`src/sv/cob_pkg.sv`:
```
// Shared types, constants and helpers for the circle against oriented box contact block
package cob_pkg;

  // CORDIC: one rotation per register stage, plus a load stage and an output stage
  localparam int CORDIC_STAGES = 28;
  localparam int CORDIC_LAT    = CORDIC_STAGES + 2;
  // square root: one result bit per stage; divider: one quotient bit per stage
  localparam int SQRT_LAT      = 32;
  localparam int DIV_LAT       = 15;
  localparam int SIDE_LAT      = SQRT_LAT + DIV_LAT;

  localparam logic signed [31:0] CORDIC_GAIN = 32'sd163008218;
  localparam logic signed [31:0] TRIG_ONE    = 32'sd268435456;
  localparam logic signed [15:0] NORM_ONE    = 16'sd16384;
  localparam logic [30:0]        PEN_MAX     = 31'h7FFF_FFFF;
  localparam logic signed [63:0] ROUND_HALF  = 64'sd134217728;
  localparam int                 TRIG_SHIFT  = 28;

  localparam logic [31:0] ATAN_PHASE [CORDIC_STAGES] = '{
    32'd536870912, 32'd316933406, 32'd167458907, 32'd85004756, 32'd42667331,
    32'd21354465, 32'd10679838, 32'd5340245, 32'd2670163, 32'd1335087,
    32'd667544, 32'd333772, 32'd166886, 32'd83443, 32'd41722, 32'd20861,
    32'd10430, 32'd5215, 32'd2608, 32'd1304, 32'd652, 32'd326, 32'd163,
    32'd81, 32'd41, 32'd20, 32'd10, 32'd5
  };

  // sine and cosine, Q2.28
  typedef logic signed [29:0] trig_t;

  // clamp a CORDIC output to plus or minus one
  function automatic trig_t clamp_trig(input logic signed [31:0] v);
    logic signed [31:0] t;
    t = v;
    if (v > TRIG_ONE) t = TRIG_ONE;
    if (v < -TRIG_ONE) t = -TRIG_ONE;
    return trig_t'(t);
  endfunction

  // saturate to the signed 32 bit range
  function automatic logic signed [31:0] sat32(input logic signed [34:0] v);
    logic signed [31:0] t;
    t = 32'(v);
    if (v > 35'sh0_7FFF_FFFF) t = 32'sh7FFF_FFFF;
    if (v < -35'sh0_8000_0000) t = 32'sh8000_0000;
    return t;
  endfunction

  // clamp a rotated normal component to plus or minus one in Q2.14
  function automatic logic signed [15:0] clamp_norm(input logic signed [19:0] v);
    logic signed [15:0] t;
    t = 16'(v);
    if (v > 20'(NORM_ONE)) t = NORM_ONE;
    if (v < -20'(NORM_ONE)) t = -NORM_ONE;
    return t;
  endfunction

endpackage

```
`src/sv/cob_sqrt.sv`:
```
// Pipelined floor square root, one root bit per stage
module cob_sqrt import cob_pkg::*; (
  input  logic        clk,
  input  logic [63:0] radicand,
  output logic [31:0] root
);

  logic [35:0] rem_r  [SQRT_LAT];
  logic [31:0] root_r [SQRT_LAT];
  logic [63:0] v_r    [SQRT_LAT];

  for (genvar k = 0; k < SQRT_LAT; k++) begin : g_st
    logic [35:0] rem_in, rem2, trial;
    logic [31:0] root_in;
    logic [63:0] v_in;
    if (k == 0) begin : g_first
      assign rem_in  = '0;
      assign root_in = '0;
      assign v_in    = radicand;
    end else begin : g_next
      assign rem_in  = rem_r[k-1];
      assign root_in = root_r[k-1];
      assign v_in    = v_r[k-1];
    end
    // bring down two radicand bits and try the next root bit
    assign rem2  = {rem_in[33:0], v_in[63:62]};
    assign trial = {2'b00, root_in, 2'b01};
    always_ff @(posedge clk) begin
      if (rem2 >= trial) begin
        rem_r[k]  <= rem2 - trial;
        root_r[k] <= {root_in[30:0], 1'b1};
      end else begin
        rem_r[k]  <= rem2;
        root_r[k] <= {root_in[30:0], 1'b0};
      end
      v_r[k] <= {v_in[61:0], 2'b00};
    end
  end

  assign root = root_r[SQRT_LAT-1];

endmodule

```
`config.mk`:
```
export PLATFORM = sky130hd
export DESIGN_NAME = cob_sqrt
export DESIGN_NICKNAME = d
export VERILOG_FILES = /design/src/sv/cob_pkg.sv /design/src/sv/cob_sqrt.sv
export SDC_FILE = /design/constraint.sdc
export NUM_CORES = 2
export LEC_CHECK = 0
export BUFFER_PORTS_ARGS = -buffer_cell sky130_fd_sc_hd__clkbuf_2
export CORE_MARGIN = 2
export CORE_UTILIZATION = 35
export DETAILED_ROUTE_END_ITERATION = 12
export MAX_ROUTING_LAYER = met4
export SLEW_MARGIN = 20
export SYNTH_ARGS = -nofsm -noshare
export SYNTH_HDL_FRONTEND = slang
export SYNTH_MEMORY_MAX_BITS = 65536
export SYNTH_SLANG_ARGS = --single-unit
```
`constraint.sdc`:
```
create_clock -name clk -period 3.3 [get_ports clk]
set_input_delay 0.165 -clock clk [delete_from_list [all_inputs] [get_ports clk]]
set_output_delay 0.165 -clock clk [all_outputs]
set_load 0.01 [all_outputs]
```
Word level (Yosys, flattened, before mapping)
Memories as Yosys holds them, arrays and structs flattened.
Cells that the tools add are included.
- output and inout port bits: 32
- memories: 3
- logic and storage cells: 291
- register bits: 0
- bits in writable memories: 4160
- input bits: 65
- multiplexer cells: 160
- bitwise logic cells: 64
- $add $sub $neg: 32
- magnitude comparators: 32
- memories (name ; depth ; width ; rd ports ; clocked after Yosys merged registers in ; write ports ; line ; text):
    v_r ; 32 ; 62 ; 31 ; 0 ; 32 ; cob_sqrt.sv:10 ; logic [63:0] v_r [SQRT_LAT];
    rem_r ; 32 ; 36 ; 31 ; 0 ; 32 ; cob_sqrt.sv:8 ; logic [35:0] rem_r [SQRT_LAT];
    root_r ; 32 ; 32 ; 32 ; 0 ; 32 ; cob_sqrt.sv:9 ; logic [31:0] root_r [SQRT_LAT];
- operators by type and width (operator ; number):
    $mux W36 ; 32
    $ge A36 B34 Y1 ; 31
    $sub A36 B34 Y36 ; 31
    $mux W32 ; 32
    $mux W1 ; 96
    $or A1 B1 Y1 ; 64
    $sub A2 B1 Y3 const B ; 1
    $ge A2 B1 Y1 const B ; 1

Depth between registers and ports, before layout
An unclocked memory read counts as a cell.
- word-level depth: 5
- depth in mapped cells: 14
- depth with buffers taken out: 14

Worst setup path after synthesis
No wires, ideal clock.
- kind: register -> register
- from: memory root_r[21][1] (netlist: root_r[1][161])
- to: memory rem_r[22][29] (netlist: rem_r[1][245])
- data required time: 3228 ps
- buffers on the path: 0
- slack: 77 ps
- period minus slack after synthesis: 3223 ps
- setup time: 72 ps
- cell stages (with the launch flop): 13
- data arrival time: 3151 ps
- cells stage by stage: dfxtp_1 -> inv_1 -> ha_1 -> o21ai_0 -> a22oi_1 -> a2111oi_0 -> o41ai_1 -> a221oi_1 -> nand3b_1 -> nand2_1 -> a2111o_1 -> nor3_1 -> xor2_1
- RTL lines (what ; line):
    start: declaration ; cob_sqrt.sv:9
    end: declaration ; cob_sqrt.sv:8

==> results.cfg <==
[placed_design]
portBuffers = 96
dpl_cell_area_um2 = 98730
place_hpwl_um = 148100
preCtsSetupSlack_ns = -0.3354
gp_congestion = 0.9134

[flow_run]
drv_cap = 0

[setup_path]
r2r_setup_slack_ns = 0.005
crit_arrival_ns = 4.03
endpoint_kind = flip-flop
required_ns = 4.03
startpoint_type = flip-flop
path_class = reg2reg
critPathMaxFanout = 6

[clock_network]
cts-buffers-inserted = 285
htreeDepth = 5
clk_path_buf_depth = 4
cts_tree = done
cts.sinks = 2523
clk_latency_ns = 0.84
ctsRootBufferMaster = clkbuf_16
cts.clk_slew.worst_paths_ns = 0.06

[floorplanning]
die_area_um2 = 265400
initial_core_util = 0.3521
rows = 187
dieWidth_um = 515.2
ios = 97
chipHeight_um = 515.2
design.core.area_um2 = 259700

[timing]
final.period_utilization = 0.9986
tightestPinTransition_ns = 0.8736
finalSetupTns_ns = 0
finalCriticalPeriod_ns = 3.295
slew_headroom = 0.4122
setup_ws_ns = 0.004680
final_max_slew_viol_count = 0
whs_ns = 0.1002
hold_viol = 0
rsz0062_at_grt = true
setup_viol = 0
clock_skew_ns = 0.07343
max_clock_freq_ghz = 0.3035

[min_path]
hp-class = in2reg

[finish]
fin_util = 0.4276
area_growth_syn_to_layout_pct = 21.43
drive_above_1_share = 0.1253
stdcell_area_um2 = 111100
final_nets = 10390
fill_cells = 24516

[detailed_routing]
totalWireLength_um = 199800
drt_iter0_drc = 3481
drt.antenna.violating_nets = 0
dr_total_vias = 63298
wire_per_inst_um = 14.92
routed_via_density = 4.728
drc = 0
dr.pass1.iters = 9

[power]
p_per_area_nw_per_um2 = 769.3
ir_drop_mv = 0.4966
power_leakage_nw = 51.82

[grt]
first_global_vias = 62582
grt_max_degree = 60
antenna_found_initial = 3
grt_pass1_wl_um = 320200
grt_overflow_total = 0
grt_use_total = 0.1500

[synthesis]
syn_inst = 9002
ys_seq_area_frac = 0.5523
synthFlopType = dfxtp_1
yosysWarnings = 0
syn_area_um2 = 91450
async_flop_share = 0
synth_nets = 9629
synth_cell_types = 98
synth-seq-cells = 2523
synth_edf_count = 0
syn_area_per_cell_um2 = 10.16

[outcome]
outcome = complete, no violations
==> timing repair <==
item,CTS,global route
cloned,0,6
setup buffers,4,12
hold buffers,128,0
hold endpoints to repair,65,0
endpoints found under the setup margin,81,360
resized for setup,40,165
pin swaps,7,34
==> logic make-up (layout without fill, tap and decap cells) <==
family / Yosys count / in the layout / share of synthesized area
flip-flops: 2523 / 2523 / 0.5523
AND/OR/NAND/NOR: 2321 / 2322 / 0.1253
AO/OA/AOI/OAI: 1808 / 1808 / 0.1213
buffers and inverters: 889 / 1869 / 0.03693
XOR/XNOR: 851 / 851 / 0.08158
adder cells (fa/ha/maj): 562 / 562 / 0.07689
multiplexers: 47 / 47 / 0.005678
other: 1 / 3 / 0.00004100
==> state kept, by name, summed over array words and instances, names as in the netlist <==
signal  cells
root_r    528
v_r       992
rem_r    1003
==> cells in the mapped netlist, types with 15 or more instances <==
| cell | number | share of area |
|---|---|---|
| buf_2 | 16 | 0.00088 |
| nand2_1 | 718 | 0.029 |
| nor3b_1 | 21 | 0.0017 |
| nor2b_1 | 75 | 0.0051 |
| inv_1 | 724 | 0.030 |
| mux2_2 | 39 | 0.0048 |
| nand3b_1 | 17 | 0.0014 |
| o211ai_1 | 27 | 0.0022 |
| clkbuf_1 | 137 | 0.0056 |
| o31ai_1 | 58 | 0.0048 |
| a31oi_1 | 36 | 0.0025 |
| a21oi_1 | 496 | 0.027 |
| and3_1 | 49 | 0.0034 |
| and2_1 | 27 | 0.0018 |
| nor4_1 | 114 | 0.0078 |
| a21o_1 | 248 | 0.020 |
| xnor2_1 | 410 | 0.039 |
| or3_1 | 89 | 0.0061 |
| or4_1 | 61 | 0.0050 |
| o21ai_0 | 578 | 0.032 |
| or2_2 | 50 | 0.0034 |
| nand3_1 | 149 | 0.0082 |
| nor2_1 | 456 | 0.019 |
| dfxtp_1 | 2523 | 0.55 |
| nand2b_1 | 114 | 0.0078 |
| a21boi_0 | 21 | 0.0017 |
| a2111oi_0 | 15 | 0.0014 |
| o21a_1 | 81 | 0.0066 |
| a211oi_1 | 48 | 0.0039 |
| o21bai_1 | 48 | 0.0039 |
| ha_1 | 562 | 0.077 |
| nor3_1 | 227 | 0.012 |
| nand4_1 | 91 | 0.0062 |
| xor2_1 | 440 | 0.042 |
==> per-stage QoR <==
stage,std cells,power (W)
after floorplan,9002,0.04801
after global placement,12728,0.05249
after detailed placement,12728,0.05273
after CTS,13367,0.08627
after global routing,13387,0.09000
final,13387,0.08543
==> layout by cell type, fill, tap and decap left out, drive strengths merged, types with 48 or more instances in the layout <==
cell         count
inv            737
ha             562
nor2           456
nand3          150
and3            49
buf            407
nor4           117
a211oi          50
o21bai          48
nand4           92
clkinv          61
dfxtp         2523
dlygate4sd3    128
a21oi          498
nor2b           75
or4             65
nand2          718
clkbuf         484
o21a            81
or2             53
a21o           248
nor3           229
xnor2          411
nand2b         114
or3             90
o21ai          581
o31ai           58
xor2           440
==> metal layers <==
layer	up-vias	GRT usage	wire length, um
met5	-	-	0
met4	0	0.06174	8460
met3	484	0.02358	7950
met2	1306	0.2457	92510
met1	29294	0.1835	90840
li1	32214	-	-
==> cell type report <==
cell class,instances,area (um^2),area share
Sequential cell,2523,50520,0.4549
Clock buffer,383,8148,0.07337
Tap cell,3402,4257,0.03833
Antenna cell,2,5.005,0.00004507
Inverter,726,2725,0.02454
Multi-Input combinational cell,5591,38500,0.3467
Clock inverter,124,1788,0.01610
Timing Repair Buffer,636,5111,0.04602
==> critical path, stage by stage, from the launching register on <==
cell and delay, ns:
dfxtp_2 0.32, or3_4 0.39, or2_4 0.27, or4_4 0.43
or4_4 0.44, or3_4 0.39, or2_4 0.27, nand3b_4 0.26
nand4_4 0.19, nor2_1 0.08, xor2_1 0.14
==> power by group <==
part | total (W) | internal, W | switching, W
sequential | 0.0393 | 0.0355 | 0.00383
combinational | 0.0134 | 0.00629 | 0.00708
clock | 0.0327 | 0.0203 | 0.0125
==> worst paths after layout <==
check                 from       endpoint  depth (start not counted)
min reg2reg    v_r[1][112]    v_r[1][176]                          0
min           radicand[63]   root_r[0][0]                          3
max reg2reg  rem_r[0][346]  rem_r[0][389]                         10
max          rem_r[0][346]  rem_r[0][389]                         10
No activity file was read; power rests on OpenSTA's default activity.
