$ cat src/sv/cob_pkg.sv
// Shared types, constants and helpers for the circle against oriented box contact block
package cob_pkg;

  // CORDIC: one rotation per register stage, plus a load stage and an output stage
  localparam int CORDIC_STAGES = 28;
  localparam int CORDIC_LAT    = CORDIC_STAGES + 2;
  // square root: one result bit per stage; divider: one quotient bit per stage
  localparam int SQRT_LAT      = 32;
  localparam int DIV_LAT       = 15;
  localparam int SIDE_LAT      = SQRT_LAT + DIV_LAT;

  localparam logic signed [31:0] CORDIC_GAIN = 32'sd163008218;
  localparam logic signed [31:0] TRIG_ONE    = 32'sd268435456;
  localparam logic signed [15:0] NORM_ONE    = 16'sd16384;
  localparam logic [30:0]        PEN_MAX     = 31'h7FFF_FFFF;
  localparam logic signed [63:0] ROUND_HALF  = 64'sd134217728;
  localparam int                 TRIG_SHIFT  = 28;

  localparam logic [31:0] ATAN_PHASE [CORDIC_STAGES] = '{
    32'd536870912, 32'd316933406, 32'd167458907, 32'd85004756, 32'd42667331,
    32'd21354465, 32'd10679838, 32'd5340245, 32'd2670163, 32'd1335087,
    32'd667544, 32'd333772, 32'd166886, 32'd83443, 32'd41722, 32'd20861,
    32'd10430, 32'd5215, 32'd2608, 32'd1304, 32'd652, 32'd326, 32'd163,
    32'd81, 32'd41, 32'd20, 32'd10, 32'd5
  };

  // sine and cosine, Q2.28
  typedef logic signed [29:0] trig_t;

  // clamp a CORDIC output to plus or minus one
  function automatic trig_t clamp_trig(input logic signed [31:0] v);
    logic signed [31:0] t;
    t = v;
    if (v > TRIG_ONE) t = TRIG_ONE;
    if (v < -TRIG_ONE) t = -TRIG_ONE;
    return trig_t'(t);
  endfunction

  // saturate to the signed 32 bit range
  function automatic logic signed [31:0] sat32(input logic signed [34:0] v);
    logic signed [31:0] t;
    t = 32'(v);
    if (v > 35'sh0_7FFF_FFFF) t = 32'sh7FFF_FFFF;
    if (v < -35'sh0_8000_0000) t = 32'sh8000_0000;
    return t;
  endfunction

  // clamp a rotated normal component to plus or minus one in Q2.14
  function automatic logic signed [15:0] clamp_norm(input logic signed [19:0] v);
    logic signed [15:0] t;
    t = 16'(v);
    if (v > 20'(NORM_ONE)) t = NORM_ONE;
    if (v < -20'(NORM_ONE)) t = -NORM_ONE;
    return t;
  endfunction

endpackage

$ cat src/sv/cob_div.sv
// Pipelined restoring divider for the normal components, one quotient bit per stage
module cob_div import cob_pkg::*; (
  input  logic        clk,
  input  logic [46:0] num,
  input  logic [31:0] den,
  output logic [14:0] quo,
  output logic [31:0] den_o
);

  logic [46:0] rem_r [DIV_LAT];
  logic [31:0] den_r [DIV_LAT];
  logic [14:0] q_r   [DIV_LAT];

  for (genvar k = 0; k < DIV_LAT; k++) begin : g_st
    logic [46:0] rem_in, sub;
    logic [31:0] den_in;
    logic [14:0] q_in;
    if (k == 0) begin : g_first
      assign rem_in = num;
      assign den_in = den;
      assign q_in   = '0;
    end else begin : g_next
      assign rem_in = rem_r[k-1];
      assign den_in = den_r[k-1];
      assign q_in   = q_r[k-1];
    end
    // subtract the shifted divisor where it fits
    assign sub = 47'(den_in) << (DIV_LAT - 1 - k);
    always_ff @(posedge clk) begin
      if (rem_in >= sub) begin
        rem_r[k] <= rem_in - sub;
        q_r[k]   <= {q_in[13:0], 1'b1};
      end else begin
        rem_r[k] <= rem_in;
        q_r[k]   <= {q_in[13:0], 1'b0};
      end
      den_r[k] <= den_in;
    end
  end

  assign quo   = q_r[DIV_LAT-1];
  assign den_o = den_r[DIV_LAT-1];

endmodule

$ cat config.mk
export PLATFORM = sky130hd
export DESIGN_NAME = cob_div
export DESIGN_NICKNAME = d
export VERILOG_FILES = /design/src/sv/cob_pkg.sv /design/src/sv/cob_div.sv
export SDC_FILE = /design/constraint.sdc
export NUM_CORES = 2
export LEC_CHECK = 0
export ABC_AREA = 0
export BUFFER_PORTS_ARGS = -buffer_cell sky130_fd_sc_hd__buf_2
export CAP_MARGIN = 20
export CORE_ASPECT_RATIO = 1.1
export CORE_MARGIN = 10
export CORE_UTILIZATION = 45
export DETAILED_ROUTE_END_ITERATION = 10
export PLACE_DENSITY = 0.62
export SLEW_MARGIN = 15
export SYNTH_ARGS = -nofsm -noshare
export SYNTH_HDL_FRONTEND = slang
export SYNTH_SLANG_ARGS = --single-unit
$ cat constraint.sdc
create_clock -name clk -period 3.8 [get_ports clk]
set_clock_uncertainty 0.15 [all_clocks]
set_input_delay 0.76 -clock clk [delete_from_list [all_inputs] [get_ports clk]]
set_output_delay 0.76 -clock clk [all_outputs]
set_load 0.01 [all_outputs]
[After elaboration in Yosys (flattened, before gate mapping)]
Memory sizes are Yosys's and may differ from the RTL's.
Cells that the tools add are included.
Operators by class
  order comparisons: 15
  add/subtract/negate cells: 15
  bitwise operators: 30
  multiplexer cells: 75
Operator list (number)
  $mux 47: 15
  $mux 15: 15
  $ge 47x32->1: 1
  $ge 47x33->1: 1
  $ge 47x34->1: 1
  $ge 47x35->1: 1
  $ge 47x36->1: 1
  $ge 47x37->1: 1
  $ge 47x38->1: 1
  $ge 47x39->1: 1
  $ge 47x40->1: 1
  $ge 47x41->1: 1
  $ge 47x42->1: 1
  $ge 47x43->1: 1
  $ge 47x44->1: 1
  $ge 47x45->1: 1
  $ge 47x46->1: 1
  $sub 47x32->47: 1
  $sub 47x33->47: 1
  $sub 47x34->47: 1
  $sub 47x35->47: 1
  $sub 47x36->47: 1
  $sub 47x37->47: 1
  $sub 47x38->47: 1
  other kinds (10): 83
Storage, ports and cells
  bits of input ports: 80
  memory bits (writable): 1410
  flip-flop bits (word level): 0
  memories: 3
Memories
  rem_r: depth 15, bits a word 47, rd ports 14, clocked after memory_dff 0, wr ports 15, RTL line cob_div.sv:10  | logic [46:0] rem_r [DIV_LAT];
  den_r: depth 15, bits a word 32, rd ports 15, clocked after memory_dff 0, wr ports 15, RTL line cob_div.sv:11  | logic [31:0] den_r [DIV_LAT];
  q_r: depth 15, bits a word 15, rd ports 15, clocked after memory_dff 0, wr ports 15, RTL line cob_div.sv:12  | logic [14:0] q_r [DIV_LAT];

[Depth between registers and ports, before layout]
An unclocked memory read counts as a cell.
  depth after elaboration: 5
  gate-level depth with buffers: 16
  gate-level depth less buffers: 14

[Least setup slack after synthesis]
Ideal clock, no wire load.
  path type: input -> register
  start point: input port den[12]
  end point: memory rem_r[0][45]
  data required time: 3.534 ns
  path slack: 0.264 ns
  arrival time: 3.270 ns
  buffers on the path: 1
  setup time: 0.116 ns
  cell stages on the path: 11
  cells stage by stage: inv_1 -> ha_1 -> buf_2 -> nand3_1 -> or2_0 -> a211oi_1 -> and3b_1 -> o41ai_2 -> a31oi_1 -> or4_1 -> a41o_1
RTL lines
  from (decl): RTL line cob_div.sv:5  | input logic [31:0] den,
  to (decl): RTL line cob_div.sv:10

==> impl_metrics.yaml <==
drt:
  dr.first_iter.drc_count: 2401
  vias: 46900
  ant_nets: 0
  dr.pass1.iters: 7
  vias_per_cell: 5.33
  drc: 0
  drt-total-wl_um: 154000
  wire_per_inst_um: 17.6
cells_and_area:
  num-fill-cells: 11900
  fin_area_um2: 68600
  fin_nets: 7581
  layout-drive-gt1-share: 0.117
  area_growth_pct: 17.0
place:
  dp.final_hpwl_um: 124000
  numPortBuffers: 126
  place_area_um2: 63300
  gp_congestion: 0.945
synthesis:
  synth_cells: 6571
  synth_seq_area_share: 0.429
  yosysWarnings: 0
  synth_cell_types: 88
  dominantRegCellSynth: "dfxtp_1"
  syn_area_um2: 58700
  ys_ff_latch: 1258
  synthesis.nets: 7145
  synth_edf_count: 0
  avgSynthCellArea_um2: 8.93
  async_reset_ff_frac: 0
power_and_ir_drop:
  pwr-share-clk: 0.222
  comb_power_share: 0.461
  power.switching_mw: 23.7
  p_int_mw: 38.0
  leakage_nw: 31.3
  power_density_nw_per_um2: 898
  switching_share: 0.384
  total_power_mw: 61.6
  ir_drop_v: 0.000496
  sequentialPowerShare: 0.317
cts:
  path_clk_slew_ps: 60
  cts.sinks: 1258
  htreeDepth: 4
  clkLatencyLatePin_ps: 790
  numCtsBuffers: 136
  cts_tree: "yes"
  cts_root_buffer: "clkbuf_16"
  cts_buffer_depth: 3
timing:
  period_minus_slack_ps: 3680
  fin_crit_sh: 0.968
  hold_viol_final: 0
  setup_violations: 0
  max_freq_ghz: 0.272
  slew_violations: 0
  worstMarginPinSlew_ps: 849
  max_slew_margin: 0.429
floorplanning:
  fp-row-count: 138
  initial_core_util: 0.454
  die_w_um: 364
  core-area_um2: 129000
  die_h_um: 399
  die_area_um2: 145000
  io_pins: 127
worst_setup_path:
  reg2reg_slack_ps: 120
  cp_top_family: "simple AND/OR/NAND/NOR gates"
  startpoint_type: "register"
  slowest_stage: "or4_1"
  worstReg2RegStart: "den_r[10][4]"
  cp.arrival_ps: 4230
  path_max_fanout: 5
  cp.required_ps: 4350
  setup.worst_path.class: "register to register"
  reg2reg_to: "rem_r[1][181]"
  cp_cell_sequence: "inv_1 > ha_1 > or4b_1 > or4_1 > o31ai_1 > buf_4 > a41oi_4 > or3_4 > nor4b_2 > xor2_1"
  r2r_cells: 10
  crit_buf_inv: 2
  cp-end-kind: "register"
  cp_slowest_stage_delay_ps: 740
hold_path:
  hold_class: "input port to register"
  hp-start: "num[46]"
  min_path_cells: 2
  worstHoldEndpoint: "rem_r[0][46]"
global_routing:
  grt_max_degree: 62
  antenna_found_initial: 3
  grt_pass1_wl_um: 245000
  grt_pass1_vias: 48200
  overflow: 0
  grt_usage: 0.209
job:
  maxCapViolCount: 0
run_status:
  status: "finished, final reports clean"
cell type report:
type | count | area [um^2] | share of cell area
Clock buffer | 178 | 3780 | 0.0551
Sequential cell | 1258 | 25200 | 0.367
Antenna cell | 1 | 2.50 | 0.0000365
Timing Repair Buffer | 492 | 3670 | 0.0535
Multi-Input combinational cell | 4496 | 30600 | 0.446
Inverter | 623 | 2340 | 0.0341
Tap cell | 1680 | 2100 | 0.0306
Clock inverter | 66 | 972 | 0.0142
cell usage in the layout, fill, tap and decap left out, types with 72 or more instances in the layout:
cell and instances:
nand4_1 101, nand3_1 125, mux2_2 72, nand2_1 504, o21ai_0 414, xnor2_1 272
a21oi_1 625, buf_2 126, xor2_1 213, a21o_1 256, ha_1 478, clkbuf_16 137
nor2_1 433, inv_1 621, dfxtp_1 1258, nor3_1 72, buf_4 306
worst reg2reg max path: stages (launching register included):
cell,delay [ps]
dfxtp_1,330
inv_1,40
ha_1,350
or4b_1,510
or4_1,740
o31ai_1,350
buf_4,190
a41oi_4,50
or3_4,450
nor4b_2,290
xor2_1,160
power by group through the flow:
stage          Clock [mW]  Sequential [mW]  Combinational, mW
2_1_floorplan           0             18.8               20.6
3_3_place_gp            0             19.8               27.6
3_5_place_dp            0             19.8               27.9
4_1_cts              14.1             19.5               28.1
5_1_grt              14.6             19.9               31.6
6_report             13.7             19.5               28.4
cells in the mapped netlist (73+ instances only):
master / n / area, um^2
dfxtp_1: 1258 / 25200
a21oi_1: 630 / 3150
inv_1: 621 / 2330
nand2_1: 505 / 1900
ha_1: 480 / 6010
nor2_1: 435 / 1630
o21ai_0: 417 / 2090
xnor2_1: 272 / 2380
a21o_1: 257 / 1930
xor2_1: 213 / 1870
clkbuf_1: 155 / 582
nand3_1: 126 / 631
nand4_1: 101 / 632
o21bai_1: 73 / 548
worst max-delay path by stage:
stage	to	start	slack (ps)	cells after the start
6_report	rem_r[1][181]	den_r[10][4]	120	10
2_1_floorplan	rem_r[0][45]	den[12]	260	11
5_1_grt	rem_r[0][45]	den[1]	-20	12
3_3_place_gp	rem_r[0][159]	den_r[2][2]	-240	12
4_1_cts	rem_r[1][41]	den_r[7][3]	10	14
3_5_place_dp	rem_r[0][159]	den_r[2][2]	-230	12
sequential cells by signal, summed over array words and instances, names as in the netlist:
| signal | cells |
|---|---|
| den_r | 480 |
| q_r | 120 |
| rem_r | 658 |
logic make-up (layout without fill, tap and decap cells):
group / count (synthesis) / count (layout) / synth area share
xor+xnor: 485 / 485 / 0.0724
mux: 75 / 75 / 0.0143
flops: 1258 / 1258 / 0.429
simple gates: 1638 / 1638 / 0.134
fa+ha+maj: 494 / 494 / 0.107
buf+inv: 817 / 1359 / 0.0530
compound gates: 1804 / 1804 / 0.190
other cells: 0 / 1 / 0
routing by layer:
| layer | global-route usage | vias to the layer above | wire length (um) |
|---|---|---|---|
| li1 | - | 23700 | - |
| met1 | 0.195 | 21600 | 55700 |
| met2 | 0.410 | 1053 | 81800 |
| met3 | 0.0320 | 520 | 5190 |
| met4 | 0.148 | 2 | 11700 |
| met5 | 0 | - | 20 |
through the flow:
| step | util | setup slack [ps] | hold WS, ps | cells | setup TNS, ps |
|---|---|---|---|---|---|
| floorplan | - | 264 | 160 | 6571 | 0 |
| finish | 0.531 | 123 | 65.9 | 8794 | 0 |
| global placement | 0.490 | -238 | 160 | 8500 | -5000 |
| CTS | 0.530 | 14.5 | 8.14 | 8789 | 0 |
| detailed placement | 0.490 | -230 | 162 | 8500 | -5140 |
| global route | 0.531 | -23.6 | 40.7 | 8794 | -28.7 |
repair_timing:
action,CTS,global route
resized for setup,3,29
buffers inserted,0,4
endpoints found under the hold margin,45,0
setup endpoints to repair,36,122
hold buffers,45,0
pin swaps,0,8
(Power assumes the default switching activity.)
